<file path="src/design/pcx_rle_pkg.sv">
// Shared types and constants for the PCX run-length plane decoder.
// Used by pcx_rle_ctrl, pcx_rle_datapath and pcx_rle_plane_decoder; no dependencies.
package pcx_rle_pkg;

    // Default screen geometry and row offset
    localparam int ROW_OFFSET_DEFAULT    = 18;
    localparam int SCREEN_WIDTH_DEFAULT  = 640;
    localparam int SCREEN_HEIGHT_DEFAULT = 400;

    // Run marker: both top bits set, run count in the low six bits
    localparam logic [7:0] MARKER_MASK = 8'hC0;

    // Configuration register indexes
    localparam logic [2:0] CFG_FIRST_COLUMN_BYTE = 3'd0;
    localparam logic [2:0] CFG_FIRST_ROW         = 3'd1;
    localparam logic [2:0] CFG_LAST_ROW          = 3'd2;
    localparam logic [2:0] CFG_BYTES_PER_LINE    = 3'd3;
    localparam logic [2:0] CFG_PLANE_COUNT       = 3'd4;

    // Configuration reset values
    localparam logic [12:0] FIRST_COLUMN_BYTE_RST = 13'd0;
    localparam logic [15:0] FIRST_ROW_RST         = 16'd0;
    localparam logic [15:0] LAST_ROW_RST          = 16'd111;
    localparam logic [15:0] BYTES_PER_LINE_RST    = 16'd14;
    localparam logic [2:0]  PLANE_COUNT_RST       = 3'd1;

    typedef enum logic [1:0] {
        ST_IDLE,
        ST_RUN,
        ST_FLUSH
    } ctrl_state_t;

    // Commands from controller to datapath
    typedef struct packed {
        logic accept;   // take the input beat
        logic step;     // place one decoded byte
        logic flush;    // move the held result out, marked last
    } ctrl_cmd_t;

    // Status from datapath to controller
    typedef struct packed {
        logic start_run;   // the current input beat starts a run of one or more
        logic step_last;   // the next step ends the run
        logic hold_valid;  // a result waits in the hold stage
        logic out_free;    // the output register can take a result this cycle
    } dp_status_t;

    typedef struct packed {
        logic [6:0] column_byte;
        logic [8:0] screen_row;
        logic [1:0] plane_index;
        logic [7:0] pixel_bits;
        logic       last_of_run;
        logic       finished;
    } result_t;

endpackage

</file>
<file path="src/design/pcx_rle_ctrl.sv">
// Controller state machine of the PCX run-length plane decoder.
// Depends on pcx_rle_pkg; drives commands into pcx_rle_datapath.
module pcx_rle_ctrl
(
    input  logic                   clk,
    input  logic                   rst_n,
    input  logic                   in_valid,
    output logic                   in_stall,
    input  pcx_rle_pkg::dp_status_t sts,
    output pcx_rle_pkg::ctrl_cmd_t  cmd
);

    pcx_rle_pkg::ctrl_state_t state_reg;
    pcx_rle_pkg::ctrl_state_t state_next;

    // Hold the state
    always_ff @(posedge clk or negedge rst_n)
    begin
        if (!rst_n)
        begin
            state_reg <= pcx_rle_pkg::ST_IDLE;
        end
        else
        begin
            state_reg <= state_next;
        end
    end

    // Sequence accept, per-byte steps and the final flush
    always_comb
    begin
        state_next = state_reg;
        cmd        = '0;
        in_stall   = 1'b1;
        case (state_reg)
            pcx_rle_pkg::ST_IDLE:
            begin
                in_stall   = 1'b0;
                cmd.accept = in_valid;
                if (in_valid && sts.start_run)
                begin
                    state_next = pcx_rle_pkg::ST_RUN;
                end
            end
            pcx_rle_pkg::ST_RUN:
            begin
                // step only when a displaced held result has somewhere to go
                cmd.step = !sts.hold_valid || sts.out_free;
                if (cmd.step && sts.step_last)
                begin
                    state_next = pcx_rle_pkg::ST_FLUSH;
                end
            end
            pcx_rle_pkg::ST_FLUSH:
            begin
                cmd.flush = sts.hold_valid && sts.out_free;
                if (!sts.hold_valid || sts.out_free)
                begin
                    state_next = pcx_rle_pkg::ST_IDLE;
                end
            end
            default:
            begin
                state_next = pcx_rle_pkg::ST_IDLE;
            end
        endcase
    end

    // No result may be left held once a new beat can be taken
    a_idle_hold_empty: assert property (@(posedge clk) disable iff (!rst_n)
        (state_reg == pcx_rle_pkg::ST_IDLE) |-> !sts.hold_valid)
        else $error("held result left behind in idle");

    // The step that ends a run always leads to the flush
    a_last_step_flush: assert property (@(posedge clk) disable iff (!rst_n)
        (cmd.step && sts.step_last) |=> (state_reg == pcx_rle_pkg::ST_FLUSH))
        else $error("run ended without flush");

endmodule

</file>
<file path="src/design/pcx_rle_datapath.sv">
// Datapath of the PCX run-length plane decoder: config, position counters,
// run stepper, hold stage and output register. Depends on pcx_rle_pkg.
module pcx_rle_datapath
#(
    parameter int ROW_OFFSET    = pcx_rle_pkg::ROW_OFFSET_DEFAULT,
    parameter int SCREEN_WIDTH  = pcx_rle_pkg::SCREEN_WIDTH_DEFAULT,
    parameter int SCREEN_HEIGHT = pcx_rle_pkg::SCREEN_HEIGHT_DEFAULT
)
(
    input  logic                    clk,
    input  logic                    rst_n,
    input  logic                    cfg_we,
    input  logic [2:0]              cfg_index,
    input  logic [15:0]             cfg_data,
    input  logic [7:0]              stream_byte,
    input  pcx_rle_pkg::ctrl_cmd_t  cmd,
    output pcx_rle_pkg::dp_status_t sts,
    output logic                    out_valid,
    input  logic                    out_stall,
    output pcx_rle_pkg::result_t    out_res
);

    localparam logic [15:0] VIS_COLS = 16'(SCREEN_WIDTH / 8);
    localparam logic [16:0] VIS_ROWS = 17'(SCREEN_HEIGHT - 2);
    localparam logic [16:0] ROW_OFS  = 17'(ROW_OFFSET);

    // Configuration
    logic [12:0] first_col_reg,  first_col_next;
    logic [15:0] first_row_reg,  first_row_next;
    logic [15:0] last_row_reg,   last_row_next;
    logic [15:0] bpl_reg,        bpl_next;
    logic [2:0]  planes_reg,     planes_next;

    // Frame and run state
    logic [5:0]  pending_reg,    pending_next;
    logic        awaiting_reg,   awaiting_next;
    logic [15:0] column_reg,     column_next;
    logic [15:0] row_reg,        row_next;
    logic [1:0]  plane_reg,      plane_next;
    logic        done_reg,       done_next;
    logic [5:0]  run_left_reg,   run_left_next;
    logic        hold_valid_reg, hold_valid_next;
    logic        out_valid_reg,  out_valid_next;

    // Payload
    logic [7:0]           data_reg;
    pcx_rle_pkg::result_t hold_reg;
    pcx_rle_pkg::result_t out_reg;
    pcx_rle_pkg::result_t out_next;

    // Step terms
    logic                 is_marker;
    logic                 restart;
    logic [2:0]           planes_eff;
    logic [15:0]          rel;
    logic                 wrap;
    logic [2:0]           plane_inc;
    logic                 row_adv;
    logic [16:0]          row_inc;
    logic                 finish;
    logic [1:0]           plane_new;
    logic [15:0]          row_new;
    logic [15:0]          col_place;
    logic [16:0]          srow;
    logic                 emit;
    logic                 out_taken;
    logic                 out_load;
    pcx_rle_pkg::result_t step_res;

    assign is_marker = (stream_byte & pcx_rle_pkg::MARKER_MASK) == pcx_rle_pkg::MARKER_MASK;
    assign restart   = cfg_we && (cfg_index <= pcx_rle_pkg::CFG_PLANE_COUNT);
    assign out_taken = out_valid_reg && !out_stall;

    // Clamp the plane count to one through four
    always_comb
    begin
        case (planes_reg)
            3'd0:    planes_eff = 3'd1;
            3'd1:    planes_eff = 3'd1;
            3'd2:    planes_eff = 3'd2;
            3'd3:    planes_eff = 3'd3;
            3'd4:    planes_eff = 3'd4;
            default: planes_eff = 3'd4;
        endcase
    end

    // Place one decoded byte: wrap the line, advance plane and row, test window
    always_comb
    begin
        rel       = column_reg - {3'd0, first_col_reg};
        wrap      = rel >= bpl_reg;
        plane_inc = {1'b0, plane_reg} + 3'd1;
        row_adv   = wrap && (plane_inc >= planes_eff);
        row_inc   = {1'b0, row_reg} + 17'd1;
        finish    = row_adv && (row_inc > {1'b0, last_row_reg});
        plane_new = row_adv ? 2'd0 : (wrap ? plane_inc[1:0] : plane_reg);
        row_new   = row_adv ? row_inc[15:0] : row_reg;
        col_place = wrap ? (column_reg - bpl_reg) : column_reg;
        srow      = {1'b0, row_new} + ROW_OFS;
        emit      = finish || ((col_place < VIS_COLS) && (srow < VIS_ROWS));

        step_res = '0;
        if (finish)
        begin
            step_res.finished = 1'b1;
        end
        else
        begin
            step_res.column_byte = col_place[6:0];
            step_res.screen_row  = srow[8:0];
            step_res.plane_index = plane_new;
            step_res.pixel_bits  = data_reg;
        end
    end

    // Status toward the controller
    always_comb
    begin
        sts.start_run  = !done_reg && (awaiting_reg ? (pending_reg != 6'd0) : !is_marker);
        sts.step_last  = (run_left_reg == 6'd1) || finish;
        sts.hold_valid = hold_valid_reg;
        sts.out_free   = !out_valid_reg || !out_stall;
    end

    assign out_load = (cmd.step && emit && hold_valid_reg) || cmd.flush;

    // Mark the beat that leaves on a flush as the last of its input
    always_comb
    begin
        out_next             = hold_reg;
        out_next.last_of_run = cmd.flush;
    end

    // Next values of config and control state
    always_comb
    begin
        first_col_next  = first_col_reg;
        first_row_next  = first_row_reg;
        last_row_next   = last_row_reg;
        bpl_next        = bpl_reg;
        planes_next     = planes_reg;
        pending_next    = pending_reg;
        awaiting_next   = awaiting_reg;
        column_next     = column_reg;
        row_next        = row_reg;
        plane_next      = plane_reg;
        done_next       = done_reg;
        run_left_next   = run_left_reg;
        hold_valid_next = hold_valid_reg;
        out_valid_next  = out_valid_reg;

        // Advance the output register
        if (out_load)
        begin
            out_valid_next = 1'b1;
        end
        else if (out_taken)
        begin
            out_valid_next = 1'b0;
        end

        if (cmd.flush)
        begin
            hold_valid_next = 1'b0;
        end

        // Decode the input beat
        if (cmd.accept && !done_reg)
        begin
            if (awaiting_reg)
            begin
                run_left_next = pending_reg;
                awaiting_next = 1'b0;
                pending_next  = 6'd0;
            end
            else if (is_marker)
            begin
                pending_next  = stream_byte[5:0];
                awaiting_next = 1'b1;
            end
            else
            begin
                run_left_next = 6'd1;
            end
        end

        // Place one byte of the run
        if (cmd.step)
        begin
            run_left_next = run_left_reg - 6'd1;
            plane_next    = plane_new;
            row_next      = row_new;
            if (finish)
            begin
                done_next = 1'b1;
            end
            else
            begin
                column_next = col_place + 16'd1;
            end
            if (emit)
            begin
                hold_valid_next = 1'b1;
            end
        end

        // Write a register and restart the frame
        if (restart)
        begin
            case (cfg_index)
                pcx_rle_pkg::CFG_FIRST_COLUMN_BYTE: first_col_next = cfg_data[12:0];
                pcx_rle_pkg::CFG_FIRST_ROW:         first_row_next = cfg_data;
                pcx_rle_pkg::CFG_LAST_ROW:          last_row_next  = cfg_data;
                pcx_rle_pkg::CFG_BYTES_PER_LINE:    bpl_next       = cfg_data;
                pcx_rle_pkg::CFG_PLANE_COUNT:       planes_next    = cfg_data[2:0];
                default:                            planes_next    = planes_reg;
            endcase
            pending_next  = 6'd0;
            awaiting_next = 1'b0;
            column_next   = {3'd0, first_col_next};
            row_next      = first_row_next;
            plane_next    = 2'd0;
            done_next     = 1'b0;
        end
    end

    // Hold config and control state
    always_ff @(posedge clk or negedge rst_n)
    begin
        if (!rst_n)
        begin
            first_col_reg  <= pcx_rle_pkg::FIRST_COLUMN_BYTE_RST;
            first_row_reg  <= pcx_rle_pkg::FIRST_ROW_RST;
            last_row_reg   <= pcx_rle_pkg::LAST_ROW_RST;
            bpl_reg        <= pcx_rle_pkg::BYTES_PER_LINE_RST;
            planes_reg     <= pcx_rle_pkg::PLANE_COUNT_RST;
            pending_reg    <= 6'd0;
            awaiting_reg   <= 1'b0;
            column_reg     <= {3'd0, pcx_rle_pkg::FIRST_COLUMN_BYTE_RST};
            row_reg        <= pcx_rle_pkg::FIRST_ROW_RST;
            plane_reg      <= 2'd0;
            done_reg       <= 1'b0;
            run_left_reg   <= 6'd0;
            hold_valid_reg <= 1'b0;
            out_valid_reg  <= 1'b0;
        end
        else
        begin
            first_col_reg  <= first_col_next;
            first_row_reg  <= first_row_next;
            last_row_reg   <= last_row_next;
            bpl_reg        <= bpl_next;
            planes_reg     <= planes_next;
            pending_reg    <= pending_next;
            awaiting_reg   <= awaiting_next;
            column_reg     <= column_next;
            row_reg        <= row_next;
            plane_reg      <= plane_next;
            done_reg       <= done_next;
            run_left_reg   <= run_left_next;
            hold_valid_reg <= hold_valid_next;
            out_valid_reg  <= out_valid_next;
        end
    end

    // Payload: data byte, hold stage and output register
    always_ff @(posedge clk)
    begin
        if (cmd.accept && !done_reg && (awaiting_reg || !is_marker))
        begin
            data_reg <= stream_byte;
        end
        if (cmd.step && emit)
        begin
            hold_reg <= step_res;
        end
        if (out_load)
        begin
            out_reg <= out_next;
        end
    end

    assign out_valid = out_valid_reg;
    assign out_res   = out_reg;

    // A held result is only pushed out when the output register can take it
    a_push_has_room: assert property (@(posedge clk) disable iff (!rst_n)
        out_load |-> (!out_valid_reg || !out_stall))
        else $error("output register overwritten");

    // Flush only moves a result that is really held
    a_flush_held: assert property (@(posedge clk) disable iff (!rst_n)
        cmd.flush |-> hold_valid_reg)
        else $error("flush with empty hold stage");

    // Once finished, the frame stays finished until a register write
    a_done_sticky: assert property (@(posedge clk) disable iff (!rst_n)
        (done_reg && !restart) |=> done_reg)
        else $error("finished flag dropped without restart");

endmodule

</file>
<file path="src/design/pcx_rle_plane_decoder.sv">
// Top level of the PCX run-length plane decoder.
// Depends on pcx_rle_pkg, pcx_rle_ctrl and pcx_rle_datapath.
//
// Takes encoded PCX image bytes one beat at a time and issues screen writes
// (byte column, screen row, plane, eight pixels) for bytes that land inside
// the visible window, with last_of_run on the final write of each input beat
// and a single finished write once the row passes last_row; after that every
// beat is taken and dropped. A run marker beat, a run-count-zero data beat and
// any beat after finishing are taken without leaving idle. A literal or a run
// is accepted in idle; the stepper then places one byte column per cycle,
// and the flush state hands the last write to the output register before
// the next accept. The output register lets the next beat be taken while a
// write still waits; a stalled output holds the stepper.
// Any register write restarts the frame; cfg_ready is always high.
module pcx_rle_plane_decoder
#(
    parameter int ROW_OFFSET    = pcx_rle_pkg::ROW_OFFSET_DEFAULT,
    parameter int SCREEN_WIDTH  = pcx_rle_pkg::SCREEN_WIDTH_DEFAULT,
    parameter int SCREEN_HEIGHT = pcx_rle_pkg::SCREEN_HEIGHT_DEFAULT
)
(
    input  logic        clk,
    input  logic        rst_n,
    input  logic        cfg_valid,
    output logic        cfg_ready,
    input  logic [2:0]  cfg_index,
    input  logic [15:0] cfg_data,
    input  logic        in_valid,
    output logic        in_stall,
    input  logic [7:0]  stream_byte,
    output logic        out_valid,
    input  logic        out_stall,
    output logic [6:0]  column_byte,
    output logic [8:0]  screen_row,
    output logic [1:0]  plane_index,
    output logic [7:0]  pixel_bits,
    output logic        last_of_run,
    output logic        finished
);

    pcx_rle_pkg::ctrl_cmd_t  cmd;
    pcx_rle_pkg::dp_status_t sts;
    pcx_rle_pkg::result_t    res;

    assign cfg_ready = 1'b1;

    pcx_rle_ctrl u_ctrl
    (
        .clk      (clk),
        .rst_n    (rst_n),
        .in_valid (in_valid),
        .in_stall (in_stall),
        .sts      (sts),
        .cmd      (cmd)
    );

    pcx_rle_datapath
    #(
        .ROW_OFFSET    (ROW_OFFSET),
        .SCREEN_WIDTH  (SCREEN_WIDTH),
        .SCREEN_HEIGHT (SCREEN_HEIGHT)
    )
    u_datapath
    (
        .clk         (clk),
        .rst_n       (rst_n),
        .cfg_we      (cfg_valid && cfg_ready),
        .cfg_index   (cfg_index),
        .cfg_data    (cfg_data),
        .stream_byte (stream_byte),
        .cmd         (cmd),
        .sts         (sts),
        .out_valid   (out_valid),
        .out_stall   (out_stall),
        .out_res     (res)
    );

    // Split the result beat onto its ports
    assign column_byte = res.column_byte;
    assign screen_row  = res.screen_row;
    assign plane_index = res.plane_index;
    assign pixel_bits  = res.pixel_bits;
    assign last_of_run = res.last_of_run;
    assign finished    = res.finished;

endmodule
</file>
<file path="config.mk">
export PLATFORM = sky130hd
export DESIGN_NAME = pcx_rle_plane_decoder
export DESIGN_NICKNAME = d
export VERILOG_FILES = /design/src/design/pcx_rle_pkg.sv /design/src/design/pcx_rle_ctrl.sv /design/src/design/pcx_rle_datapath.sv /design/src/design/pcx_rle_plane_decoder.sv
export SDC_FILE = /design/constraint.sdc
export NUM_CORES = 1
export LEC_CHECK = 0
export BUFFER_PORTS_ARGS = -buffer_cell sky130_fd_sc_hd__clkbuf_2
export CORE_ASPECT_RATIO = 0.6
export CORE_UTILIZATION = 50
export CTS_BUF_LIST = sky130_fd_sc_hd__clkbuf_16
export DETAILED_ROUTE_END_ITERATION = 7
export PLACE_DENSITY = 0.67
export SLEW_MARGIN = 40
export SYNTH_ARGS = -nofsm -noshare
export SYNTH_HDL_FRONTEND = slang
export SYNTH_SLANG_ARGS = --single-unit
</file>
<file path="constraint.sdc">
create_clock -name clk -period 12.5 [get_ports clk]
set_clock_uncertainty 0.05 [all_clocks]
set_input_delay 2.5 -clock clk [delete_from_list [all_inputs] [get_ports clk]]
set_output_delay 2.5 -clock clk [all_outputs]
set_load 0.05 [all_outputs]
</file>
==> metrics.md <==
| Metric | Value |
|---|---|
| Final min period | 8.74 ns |
| Worst-path fanout max | 28 |
| Setup slack after layout | 3.76 ns |
| Max frequency | 114 MHz |
| Lkg Pwr | 0.00518 µW |
| GRT Overall Usage | 0.266 |
| Vias in the first global route | 8237 |
| Slowest stage delay, CP | 0.69 ns |
| Slew Limit Fails | 0 |
| I/O pin count | 63 |
| Unrepaired setup endpoints after global routing | no |
| Drt total wl | 29900 µm |
| Cell count of the worst hold path | 0 |
| Post-route DRC | 0 |
| Final nets | 1360 |
| Worst vdd ir | 0.156 mV |
| Root Buffer | clkbuf_16 |
| Register-to-Register Path Depth | 26 |
| Syn-to-layout area delta | 9.78% |
| Synth Area in Compound Gates | 0.168 |
| Critical Path Source Type | flip-flop |
| Initial Util | 0.512 |
| Area after DPL | 11800 µm² |
| Maxcap violations | 0 |
| Family with the most delay on the worst path | compound AO/OA/AOI/OAI gates |
| DP HPWL | 22400 µm |
| Die X-Extent | 196 µm |
| Slowest CP cell | nand2_1 |
| Gpl congestion | 0.924 |
| Initial antenna violation count | 0 |
| Adder-cell share of the synthesized area | 0.0811 |
| Routed Antenna Nets | 0 |
| Outcome | finished clean |
| Worst EP arrival | 8.80 ns |
| Final setup fails | 0 |
| Net count after synthesis | 1330 |
| Fin area | 12400 µm² |
| Number of synthesis warnings | 0 |
| CTS tree | built |
| Largest family of logic cells by synthesized area | simple AND/OR/NAND/NOR gates |
| Simple-Gate Fraction of Synth Area | 0.175 |
| Grt total ovfl | 0 |
| Number of cells on the critical path | 26 |
| Yosys cell types | 78 |
| Via count | 9189 |
| Die area | 23200 µm² |
| Mux cell area share after synthesis | 0.0541 |
| CP endpoint kind | flip-flop |
| Port Buf Inserts | 61 |
| PwrDens | 315 nW/µm² |
| Slew @ Worst Pin | 0.914 ns |
| Synth Area in XOR/XNOR | 0.0512 |
| Cells after Synth | 1226 |
| Slew headroom | 0.391 |
| CP dominant cell by count | o21ai_0 |
| Yosys reg bits | 179 |
| Worst Path Buf+Inv | 2 |
| Filler cells | 1988 |
| Post-synth EDFFs | 63 |
| Max reg flops | 28 |
| Worst hold-check path type | reg -> reg |
| WP data required | 12.55 ns |
| Final cycle utilization of the critical path | 0.700 |
| Synth Flop Type | dfrtp_1 |
| Via density | 5.91 |
| Setup CP Type | reg -> reg |
| Ys async rst share | 0.648 |
| Resize count post-CTS | 0 |
| Synth Area per Inst | 9.21 µm² |
| Drt first pass iters | 5 |
| Post-CTS Setup Bufs | 0 |
| Site Rows | 42 |
| Total CTS buffers | 17 |
| Sink Count | 179 |
| Largest net degree at the start of global routing | 66 |
| Post-Syn Area | 11300 µm² |
| Routed wire length per instance | 19.2 µm |
| Core area | 22100 µm² |
| Setup TNS | 0 ns |
| Final Hold Fails | 0 |
| Register area share after synthesis | 0.426 |
| Die Y | 118 µm |
| Layout cells sized above 1 | 0.136 |
| Hold-fix buffers, CTS | 0 |
| Antenna Cells | 0 |
| Skew-Pair Late Insertion Delay | 0.44 ns |
| Clock transition at the registers of the reported paths | 0.07 ns |
| Clk buf depth | 2 |
| Global-route wire length before repair | 46900 µm |
| Initial DRC Count | 937 |
| H-tree levels | 4 |
| Dpl ws | 3.78 ns |
## layout make-up
class / instances / area, µm² / share of cell area
clock buffer: 17 / 425 / 0.0343
clock inverter: 15 / 151 / 0.0122
sequential: 179 / 4810 / 0.388
multi-input combinational: 917 / 6010 / 0.485
tap: 286 / 358 / 0.0289
timing repair buffer: 70 / 379 / 0.0306
inverter: 71 / 267 / 0.0215
## logic make-up after synthesis
family | Yosys count
simple gates | 428
compound gates | 293
flops | 179
buf+inv | 130
fa+ha+maj | 72
xor+xnor | 66
mux | 57
other cells | 1
## report_power, final
part           internal (µW)  switching [µW]  leakage, µW
combinational            862            1510      0.00296
sequential               836             169      0.00194
clock                    281             249     0.000280
total                   1980            1930      0.00518
## cell usage after synthesis (9+ instances only)
| library cell | n | area [µm²] |
|---|---|---|
| a21o_1 | 11 | 82.6 |
| dfrtp_1 | 106 | 2650 |
| mux2_2 | 32 | 360 |
| nor2_1 | 119 | 447 |
| nor2b_1 | 21 | 131 |
| nand3_1 | 32 | 160 |
| ha_1 | 70 | 876 |
| xnor2_1 | 40 | 350 |
| o21ai_0 | 75 | 375 |
| edfxtp_1 | 63 | 1890 |
| mux2i_1 | 25 | 250 |
| a211oi_1 | 22 | 165 |
| and2_1 | 9 | 56.3 |
| nor3_1 | 20 | 100 |
| xor2_1 | 26 | 228 |
| and3_1 | 11 | 68.8 |
| a31oi_1 | 29 | 181 |
| inv_1 | 71 | 267 |
| a21oi_1 | 67 | 335 |
| clkbuf_1 | 47 | 176 |
| nand4_1 | 9 | 56.3 |
| o211ai_1 | 10 | 75.1 |
| dfstp_2 | 10 | 263 |
| nand2_1 | 157 | 589 |
| o21a_1 | 11 | 82.6 |
## worst paths after layout
check                                          from                      endpoint  slack (ns)
setup / recovery           u_datapath.column_reg[0]        u_datapath.out_res[26]        3.76
hold / removal              u_datapath.hold_reg[21]        u_datapath.out_res[21]        0.37
setup reg to reg           u_datapath.column_reg[0]        u_datapath.out_res[26]        3.76
hold reg to reg             u_datapath.hold_reg[21]        u_datapath.out_res[21]        0.37
max in group asynchronous                     rst_n  u_datapath.first_col_reg[11]        9.21
min in group asynchronous                     rst_n   u_datapath.first_row_reg[3]        2.01
## per-stage QoR
step / hold slack, ns / total power, µW / util / instances
after floorplan: 0.350 / 2710 / - / 1226
after global placement: 0.351 / 3260 / 0.535 / 1523
after detailed placement: 0.355 / 3300 / 0.535 / 1523
after CTS: 0.371 / 3850 / 0.561 / 1555
after global routing: 0.379 / 4190 / 0.562 / 1555
final: 0.371 / 3910 / 0.562 / 1555
## per-layer routing
metal,vias to the layer above,global-route usage,share of wire
met1,4373,0.459,0.54
met2,373,0.319,0.36
met3,18,0.0636,0.092
met5,-,0,0
li1,4425,-,-
met4,0,0.0469,0.0087
## cells in the final DEF, fill, tap and decap left out, drive strengths merged, types with 9 or more instances in the layout
master / instances
o21ai: 76
nand4: 9
mux2: 32
dfstp: 10
nand3: 32
xor2: 26
and3: 11
a211oi: 24
and2: 9
inv: 78
a21boi: 9
xnor2: 40
nor2b: 21
a21oi: 69
buf: 10
a31oi: 29
a21o: 11
edfxtp: 63
clkbuf: 77
nor3: 20
o21a: 11
mux2i: 25
dfrtp: 106
nand2: 157
nor2: 119
ha: 70
o211ai: 10
Power figures use the tool's default switching activity.
